`src/rtl/ascp_pkg.sv`:
```
`timescale 1ns / 1ps
// ----------------------------------------------------------------------------
// ascp_pkg
// Shared constants and types of the ASCII CAN frame parser.
// ----------------------------------------------------------------------------
package ascp_pkg;

   localparam int MAX_PAYLOAD_BYTES = 8;
   localparam int MAX_DIGITS        = 2 * MAX_PAYLOAD_BYTES;
   localparam int DATA_CNT_W        = $clog2(MAX_DIGITS + 2);
   localparam int NIB_IDX_W         = (MAX_DIGITS > 2) ? $clog2(MAX_DIGITS) : 1;

   localparam int CHAR_W     = 8;
   localparam int ID_W       = 12;
   localparam int ID_CNT_W   = 3;
   localparam int BYTE_CNT_W = 4;
   localparam int PAYLOAD_W  = 64;

   localparam logic [ID_CNT_W-1:0] ID_MAX_DIGITS = ID_CNT_W'(3);
   localparam logic [ID_CNT_W-1:0] ID_OVERFLOW   = ID_CNT_W'(4);

   localparam logic [CHAR_W-1:0] CHAR_HASH  = 8'h23;
   localparam logic [CHAR_W-1:0] CHAR_0     = 8'h30;
   localparam logic [CHAR_W-1:0] CHAR_9     = 8'h39;
   localparam logic [CHAR_W-1:0] CHAR_UP_A  = 8'h41;
   localparam logic [CHAR_W-1:0] CHAR_UP_F  = 8'h46;
   localparam logic [CHAR_W-1:0] CHAR_LO_A  = 8'h61;
   localparam logic [CHAR_W-1:0] CHAR_LO_F  = 8'h66;

   localparam logic [ID_W-1:0]       CMD_ID        = 12'h0A0;
   localparam logic [7:0]            CMD_BYTE_RUN  = 8'h66;
   localparam logic [7:0]            CMD_BYTE_ALT  = 8'hFF;
   localparam logic [7:0]            CMD_BYTE_ONE  = 8'h01;
   localparam logic [BYTE_CNT_W-1:0] CMD_BYTES     = 4'd2;

   typedef struct packed {
      logic                  in_payload;
      logic                  bad_frame;
      logic [ID_CNT_W-1:0]   id_cnt;
      logic [ID_W-1:0]       id_val;
      logic [DATA_CNT_W-1:0] data_cnt;
      logic [PAYLOAD_W-1:0]  data_val;
   } frame_snap_type;

   typedef struct packed {
      logic       is_hex;
      logic [3:0] nibble;
   } hex_digit_type;

endpackage

```
`src/rtl/ascp_hex_decode.sv`:
```
`timescale 1ns / 1ps
// ----------------------------------------------------------------------------
// ascp_hex_decode
// Maps one ASCII character to a hex nibble and a digit flag.
// ----------------------------------------------------------------------------
module ascp_hex_decode
   import ascp_pkg::*;
(
   input  logic [CHAR_W-1:0] character,
   output hex_digit_type     digit
);

   always_comb begin
      digit.is_hex = 1'b0;
      digit.nibble = 4'd0;
      if (character >= CHAR_0 && character <= CHAR_9) begin
         digit.is_hex = 1'b1;
         digit.nibble = 4'(character - CHAR_0);
      end else if (character >= CHAR_LO_A && character <= CHAR_LO_F) begin
         digit.is_hex = 1'b1;
         digit.nibble = 4'(character - CHAR_LO_A + 8'd10);
      end else if (character >= CHAR_UP_A && character <= CHAR_UP_F) begin
         digit.is_hex = 1'b1;
         digit.nibble = 4'(character - CHAR_UP_A + 8'd10);
      end
   end

endmodule

```
`src/rtl/ascp_frame_accum.sv`:
```
`timescale 1ns / 1ps
// ----------------------------------------------------------------------------
// ascp_frame_accum
// Frame state: phase, ID and payload digit gathering, cleared after a frame.
// ----------------------------------------------------------------------------
module ascp_frame_accum
   import ascp_pkg::*;
(
   input  logic              clock,
   input  logic              reset,
   input  logic              take,
   input  logic [CHAR_W-1:0] character,
   input  logic              last,
   output frame_snap_type    snap
);

   frame_snap_type state_ff;
   hex_digit_type  digit;
   logic [NIB_IDX_W-1:0] lane_sel;

   ascp_hex_decode u_hex (
      .character (character),
      .digit     (digit)
   );

   // high nibble of each byte comes first, so digit k lands in nibble lane k^1
   assign lane_sel = state_ff.data_cnt[NIB_IDX_W-1:0] ^ NIB_IDX_W'(1);

   always_comb begin
      snap = state_ff;
      if (!state_ff.in_payload) begin
         if (character == CHAR_HASH) begin
            snap.in_payload = 1'b1;
         end else if (!digit.is_hex) begin
            snap.bad_frame = 1'b1;
         end else if (state_ff.id_cnt < ID_MAX_DIGITS) begin
            snap.id_val = {state_ff.id_val[ID_W-5:0], digit.nibble};
            snap.id_cnt = state_ff.id_cnt + ID_CNT_W'(1);
         end else begin
            snap.id_cnt    = ID_OVERFLOW;
            snap.bad_frame = 1'b1;
         end
      end else begin
         if (!digit.is_hex) begin
            snap.bad_frame = 1'b1;
         end else if (state_ff.data_cnt < DATA_CNT_W'(MAX_DIGITS)) begin
            for (int j = 0; j < MAX_DIGITS; j++) begin
               if (lane_sel == NIB_IDX_W'(j)) begin
                  snap.data_val[j*4 +: 4] = state_ff.data_val[j*4 +: 4] | digit.nibble;
               end
            end
            snap.data_cnt = state_ff.data_cnt + DATA_CNT_W'(1);
         end else begin
            snap.data_cnt  = DATA_CNT_W'(MAX_DIGITS + 1);
            snap.bad_frame = 1'b1;
         end
      end
   end

   always_ff @(posedge clock) begin
      if (reset) begin
         state_ff <= '0;
      end else if (take) begin
         // clear after the last character of a frame
         if (last) begin
            state_ff <= '0;
         end else begin
            state_ff <= snap;
         end
      end
   end

endmodule

```
`src/rtl/ascp_result_reg.sv`:
```
`timescale 1ns / 1ps
// ----------------------------------------------------------------------------
// ascp_result_reg
// Frame validity and command checks, held in the result register.
// ----------------------------------------------------------------------------
module ascp_result_reg
   import ascp_pkg::*;
(
   input  logic                  clock,
   input  logic                  reset,
   input  logic                  load,
   input  frame_snap_type        snap,
   output logic                  out_free,
   output logic                  rsp_valid,
   input  logic                  rsp_stall,
   output logic                  rsp_valid_res,
   output logic [ID_W-1:0]       rsp_frame_id,
   output logic [BYTE_CNT_W-1:0] rsp_byte_count,
   output logic [PAYLOAD_W-1:0]  rsp_payload,
   output logic                  rsp_is_start,
   output logic                  rsp_is_stop
);

   logic                  ok;
   logic [BYTE_CNT_W-1:0] nbytes;
   logic [7:0]            b0;
   logic [7:0]            b1;
   logic                  cmd_frame;

   logic                  valid_ff;
   logic                  valid_res_ff;
   logic [ID_W-1:0]       frame_id_ff;
   logic [BYTE_CNT_W-1:0] byte_count_ff;
   logic [PAYLOAD_W-1:0]  payload_ff;
   logic                  is_start_ff;
   logic                  is_stop_ff;

   assign ok = !snap.bad_frame && snap.in_payload
            && snap.id_cnt >= ID_CNT_W'(1) && snap.id_cnt <= ID_MAX_DIGITS
            && snap.data_cnt >= DATA_CNT_W'(2)
            && snap.data_cnt <= DATA_CNT_W'(MAX_DIGITS)
            && !snap.data_cnt[0];

   assign nbytes    = BYTE_CNT_W'(snap.data_cnt >> 1);
   assign b0        = snap.data_val[7:0];
   assign b1        = snap.data_val[15:8];
   assign cmd_frame = ok && snap.id_val == CMD_ID && nbytes == CMD_BYTES;

   assign out_free = !valid_ff || !rsp_stall;

   always_ff @(posedge clock) begin
      if (reset) begin
         valid_ff <= 1'b0;
      end else if (load) begin
         valid_ff <= 1'b1;
      end else if (!rsp_stall) begin
         valid_ff <= 1'b0;
      end
   end

   always_ff @(posedge clock) begin
      if (load) begin
         valid_res_ff  <= ok;
         frame_id_ff   <= ok ? snap.id_val : '0;
         byte_count_ff <= ok ? nbytes : '0;
         payload_ff    <= ok ? snap.data_val : '0;
         is_start_ff   <= cmd_frame && b1 == CMD_BYTE_ONE
                          && (b0 == CMD_BYTE_RUN || b0 == CMD_BYTE_ALT);
         is_stop_ff    <= cmd_frame && b0 == CMD_BYTE_RUN && b1 == CMD_BYTE_ALT;
      end
   end

   assign rsp_valid      = valid_ff;
   assign rsp_valid_res  = valid_res_ff;
   assign rsp_frame_id   = frame_id_ff;
   assign rsp_byte_count = byte_count_ff;
   assign rsp_payload    = payload_ff;
   assign rsp_is_start   = is_start_ff;
   assign rsp_is_stop    = is_stop_ff;

endmodule

```
`src/rtl/ascii_can_frame_parser.sv`:
```
`timescale 1ns / 1ps
// ----------------------------------------------------------------------------
// ascii_can_frame_parser
// Parses text CAN frames "III#PP.." one character per item.
// ----------------------------------------------------------------------------
// The block takes one character item per clock cycle while req_stall is low.
// Each item goes into an input register; from there it updates the frame
// state, and on the item flagged last the frame result is written to the
// result register. Only the last character of a frame waits on a full,
// stalled result register; other characters keep flowing while a result
// waits to be taken.
// ----------------------------------------------------------------------------
module ascii_can_frame_parser
   import ascp_pkg::*;
(
   input  logic                  clock,
   input  logic                  reset,
   input  logic                  req_valid,
   output logic                  req_stall,
   input  logic [CHAR_W-1:0]     req_character,
   input  logic                  req_last,
   output logic                  rsp_valid,
   input  logic                  rsp_stall,
   output logic                  rsp_valid_res,
   output logic [ID_W-1:0]       rsp_frame_id,
   output logic [BYTE_CNT_W-1:0] rsp_byte_count,
   output logic [PAYLOAD_W-1:0]  rsp_payload,
   output logic                  rsp_is_start,
   output logic                  rsp_is_stop
);

   logic              s1_valid_ff;
   logic [CHAR_W-1:0] s1_char_ff;
   logic              s1_last_ff;
   logic              s1_advance;
   logic              out_free;
   frame_snap_type    snap;

   // a last character holds until the result register can take its result
   assign s1_advance = s1_valid_ff && (!s1_last_ff || out_free);
   assign req_stall  = s1_valid_ff && !s1_advance;

   always_ff @(posedge clock) begin
      if (reset) begin
         s1_valid_ff <= 1'b0;
      end else if (!req_stall) begin
         s1_valid_ff <= req_valid;
      end
   end

   always_ff @(posedge clock) begin
      if (!req_stall) begin
         s1_char_ff <= req_character;
         s1_last_ff <= req_last;
      end
   end

   ascp_frame_accum u_accum (
      .clock     (clock),
      .reset     (reset),
      .take      (s1_advance),
      .character (s1_char_ff),
      .last      (s1_last_ff),
      .snap      (snap)
   );

   ascp_result_reg u_result (
      .clock          (clock),
      .reset          (reset),
      .load           (s1_advance && s1_last_ff),
      .snap           (snap),
      .out_free       (out_free),
      .rsp_valid      (rsp_valid),
      .rsp_stall      (rsp_stall),
      .rsp_valid_res  (rsp_valid_res),
      .rsp_frame_id   (rsp_frame_id),
      .rsp_byte_count (rsp_byte_count),
      .rsp_payload    (rsp_payload),
      .rsp_is_start   (rsp_is_start),
      .rsp_is_stop    (rsp_is_stop)
   );

endmodule

```
`config.mk`:
```
export PLATFORM = sky130hd
export DESIGN_NAME = ascii_can_frame_parser
export DESIGN_NICKNAME = d
export VERILOG_FILES = /design/src/rtl/ascp_pkg.sv /design/src/rtl/ascp_hex_decode.sv /design/src/rtl/ascp_frame_accum.sv /design/src/rtl/ascp_result_reg.sv /design/src/rtl/ascii_can_frame_parser.sv
export SDC_FILE = /design/constraint.sdc
export NUM_CORES = 1
export LEC_CHECK = 0
export BUFFER_PORTS_ARGS = -buffer_cell sky130_fd_sc_hd__buf_2
export CORE_ASPECT_RATIO = 1.2
export CORE_UTILIZATION = 52
export DETAILED_ROUTE_END_ITERATION = 12
export PLACE_DENSITY = 0.72
export SKIP_CTS_REPAIR_TIMING = 1
export SLEW_MARGIN = 10
export SYNTH_ARGS = -nofsm -noshare
export SYNTH_HDL_FRONTEND = slang
export SYNTH_HIERARCHICAL = 1
export SYNTH_SLANG_ARGS = --single-unit
```
`constraint.sdc`:
```
create_clock -name clock -period 3 [get_ports clock]
set_clock_uncertainty 0.15 [all_clocks]
set_input_delay 0.6 -clock clock [delete_from_list [all_inputs] [get_ports clock]]
set_output_delay 0.6 -clock clock [all_outputs]
set_load 0.01 [all_outputs]
```
==> results.md <==
- Die ar.: between 0.015 and 0.02 mm²
- Final ANT Viol Nets: 0
- CP Cell Sequence: ha_4 -> nand2b_4 -> o211ai_1 -> buf_4 -> nand2_4 -> buf_4 -> nand4b_1 -> o21ai_2 -> buf_4 -> o31ai_1 -> o2111ai_4 -> buf_4 -> clkinv_2 -> and2_1
- Hold Fails Final Rpt: 0
- Starting Density: 0.532
- Area share of the largest cell type after synthesis: 0.346
- Worst r2r dst: u_result/rsp_byte_count[0]
- Initial DRC Count: 357
- Top fanout value on the critical path: 6
- Most frequent cells in the layout: buf_2, buf_4, edfxtp_1
- Final nets: slightly below 900
- Synth Register Bits: 180
- Reg power frac: 0.526
- Final non-filler cell total: ~1,100
- DRC viols: 0
- Post-Syn Area: 0.00799 mm²
- Yosys cell types: 67
- Post-synth EDFFs: 92
- Required @ worst endpoint: 3.11 ns
- Ys Warns: 6
- Switching Fraction: 0.211
- Root buf cell: clkbuf_16
- CTS H-tree depth: 4
- Synth Flop Type: edfxtp_1
- Status: finished with violations
- Gate power share: 0.038
- Number of max-cap violations: 0
- Crit-path most repeated cell: buf_4
- Hpwl dp: between 10,000 and 15,000 µm
- Critical path data arrival time: 3.39 ns
- Fin. max-slew vios: 0
- Gr usage total: 0.247
- Worst r2r src: s1_char_ff[0]
- Port Buffer Count: 97
- Final setup viols: 83
- Area Overhead vs Synth: 29.5%
- Io pins: 98
- Fin crit share: 1.09
- Fillers: between 1,000 and 1,500
- Clk_lat worst skew: about 0.43 ns
- CP Launch Type: register
- TritonCTS Buffers: 17
- Final WL: ~20,000 µm
- FF-to-FF setup slack: -0.28 ns
- Syn avg cell area: ~12 µm²
- HP Class: input port to register
- Max Fclk: a little over 300 MHz
- Psw: around 1.0 mW
- Clock transition at the registers of the reported paths: ~0.060 ns
- Max VDD drop: 0.000284 V
- TritonRoute pass-1 iters: 5
- Synthesized Nets: 683
- Endpoint class of the critical path: register
- P_leak: around 4.2 nW
- Post-synth ARST share: 0
- Critical Path Start: s1_char_ff[0]
- Drt via density: between 5 and 6
- Die Span X: roughly 120 µm
- Setup TNS: -19.91 ns
- CTS tree: built
- Largest net degree at the start of global routing: 50
- Proportion of layout cells with a drive suffix above 1: 0.428
- Initial antenna violation count: 0
- Area leader, netlist: edfxtp_1
- Core region area: about 0.015 mm²
- Seq/Total Area, Yosys: 0.566
- Worst slew pin tran: between 0.6 and 0.7 ns
- Multi-input gate area: between 0.003 and 0.004 mm²
- Vias: ~6,200
- Sequential Area: 0.00452 mm²
- Crit-path slowest cell: edfxtp_1
- # clock sinks: 180
- Routed length per instance: 18.9 µm
- Worst path max stage delay: 0.50 ns
- Dominant cells by area after synthesis: edfxtp_1, dfxtp_1, o21bai_1
- Final GP Congestion: between 0.8 and 0.9
- Placed cells: 1,016
- Clock network power share: 0.436
- Die Y: between 100 and 150 µm
- Tmin final: around 3.3 ns
- Slew HR: 0.599
- Gate Count Post-Synth: around 660
- Cell Rows: 49
- Max Root-Sink Buffers: 2
- P per Cell Area: approximately 480 mW/mm²
- RSZ-0062 raised after global routing: true
- R2r worst-path depth: 14
- Violated checks: negative setup slack
- Vias in the first global route: 5,894
- Remaining global-route overflow: 0
- Final worst slack: -0.276 ns
- First-pass GRT wire length: a little under 30,000 µm
- Inserted Diodes: 0
- Int Pwr: about 4 mW
- Kind of critical path: register to register
- Critical Path Sink: u_result/rsp_byte_count[0]
## worst min-delay path by stage
stage,start,to,slack (ns),cells after the start
floorplan,u_accum/state_ff[47],u_accum/state_ff[47],0.29,1
global placement,u_accum/state_ff[43],u_accum/state_ff[43],0.31,1
detailed placement,u_accum/state_ff[31],u_accum/state_ff[31],0.31,1
CTS,req_character[6],s1_char_ff[6],0.18,1
global route,req_character[7],s1_char_ff[7],0.18,1
finish,req_character[6],s1_char_ff[6],0.19,1
## critical path: cells and delay by family, from the launching register on
family	cells	cell delay, ns
AND/OR/NAND/NOR	4	0.56
AO/OA/AOI/OAI	4	0.89
flip-flops	1	0.50
buffers and inverters	5	0.77
adder cells (fa/ha/maj)	1	0.22
## power by group through the flow
stage / Combinational (mW) / Sequential, mW / Clock (mW)
after detailed placement: 0.164 / 2.66 / 0
after global routing: 0.203 / 2.61 / 2.29
after global placement: 0.159 / 2.66 / 0
after floorplan: 0.0871 / 2.67 / 0
after CTS: 0.164 / 2.61 / 2.20
final: 0.189 / 2.61 / 2.17
## cells in the mapped netlist (all sizes together), types with 3 or more instances
master,n
nor2,55
nand3,7
nand4,4
dfxtp,88
inv,11
nand2b,7
clkbuf,13
nor3b,3
edfxtp,92
ha,8
o21bai,65
nor4,4
and3,5
a31oi,3
a211oi,3
nand3b,5
buf,23
nor4b,6
nor3,4
and2,86
a22o,37
nand2,24
mux2,13
nand4b,7
a22oi,28
a21oi,13
and4,3
o21ai,5
a32o,14
nor2b,3
## cell families (layout without fill, tap and decap cells)
logic type | Yosys count | after routing | synth area share
compound gates | 183 | 183 | 0.182
fa+ha+maj | 8 | 8 | 0.0125
buf+inv | 47 | 253 | 0.0341
flops | 180 | 180 | 0.566
mux | 14 | 14 | 0.0196
simple gates | 230 | 231 | 0.186
## sequential cells by signal, indices dropped and copies added, names as in the netlist
name                     count
u_result/rsp_valid_res       1
u_result/rsp_is_start        1
u_accum/lane_sel             3
u_result/rsp_payload        64
u_result/rsp_byte_count      4
s1_char_ff                   8
u_result/rsp_valid           1
s1_last_ff                   1
s1_valid_ff                  1
u_result/rsp_frame_id       12
u_accum/state_ff            83
u_result/rsp_is_stop         1
## routing by layer
metal / vias to the layer above / track usage / routed length [µm]
met3: 53 / 0.0510 / 829
met5: - / 0 / 0
met4: 0 / 0.113 / 727
met1: 3053 / 0.280 / 8070
met2: 220 / 0.443 / 10700
li1: 2851 / - / -
## metrics by stage
step / hold slack, ns / power (mW) / utilization / worst slack (ns) / cell area (µm²)
floorplan: 0.293 / 2.76 / - / -0.0468 / 8030
global placement: 0.306 / 2.82 / 0.616 / -0.154 / 9260
detailed placement: 0.311 / 2.83 / 0.616 / -0.246 / 9260
CTS: 0.177 / 4.98 / 0.655 / -0.370 / 9840
global route: 0.181 / 5.10 / 0.689 / -0.372 / 10300
finish: 0.193 / 4.97 / 0.689 / -0.276 / 10300
## final cells by class
class / count / share of cell area
flip-flops and latches: 180 / 0.437
multi-input cells: 436 / 0.334
repair buffers: 209 / 0.143
clock buffers: 21 / 0.0435
well taps: 204 / 0.0247
clock inverters: 11 / 0.0125
inverters: 11 / 0.00447
repair inverters: 1 / 0.000484
Note: power is estimated with default switching activity, not from simulation.
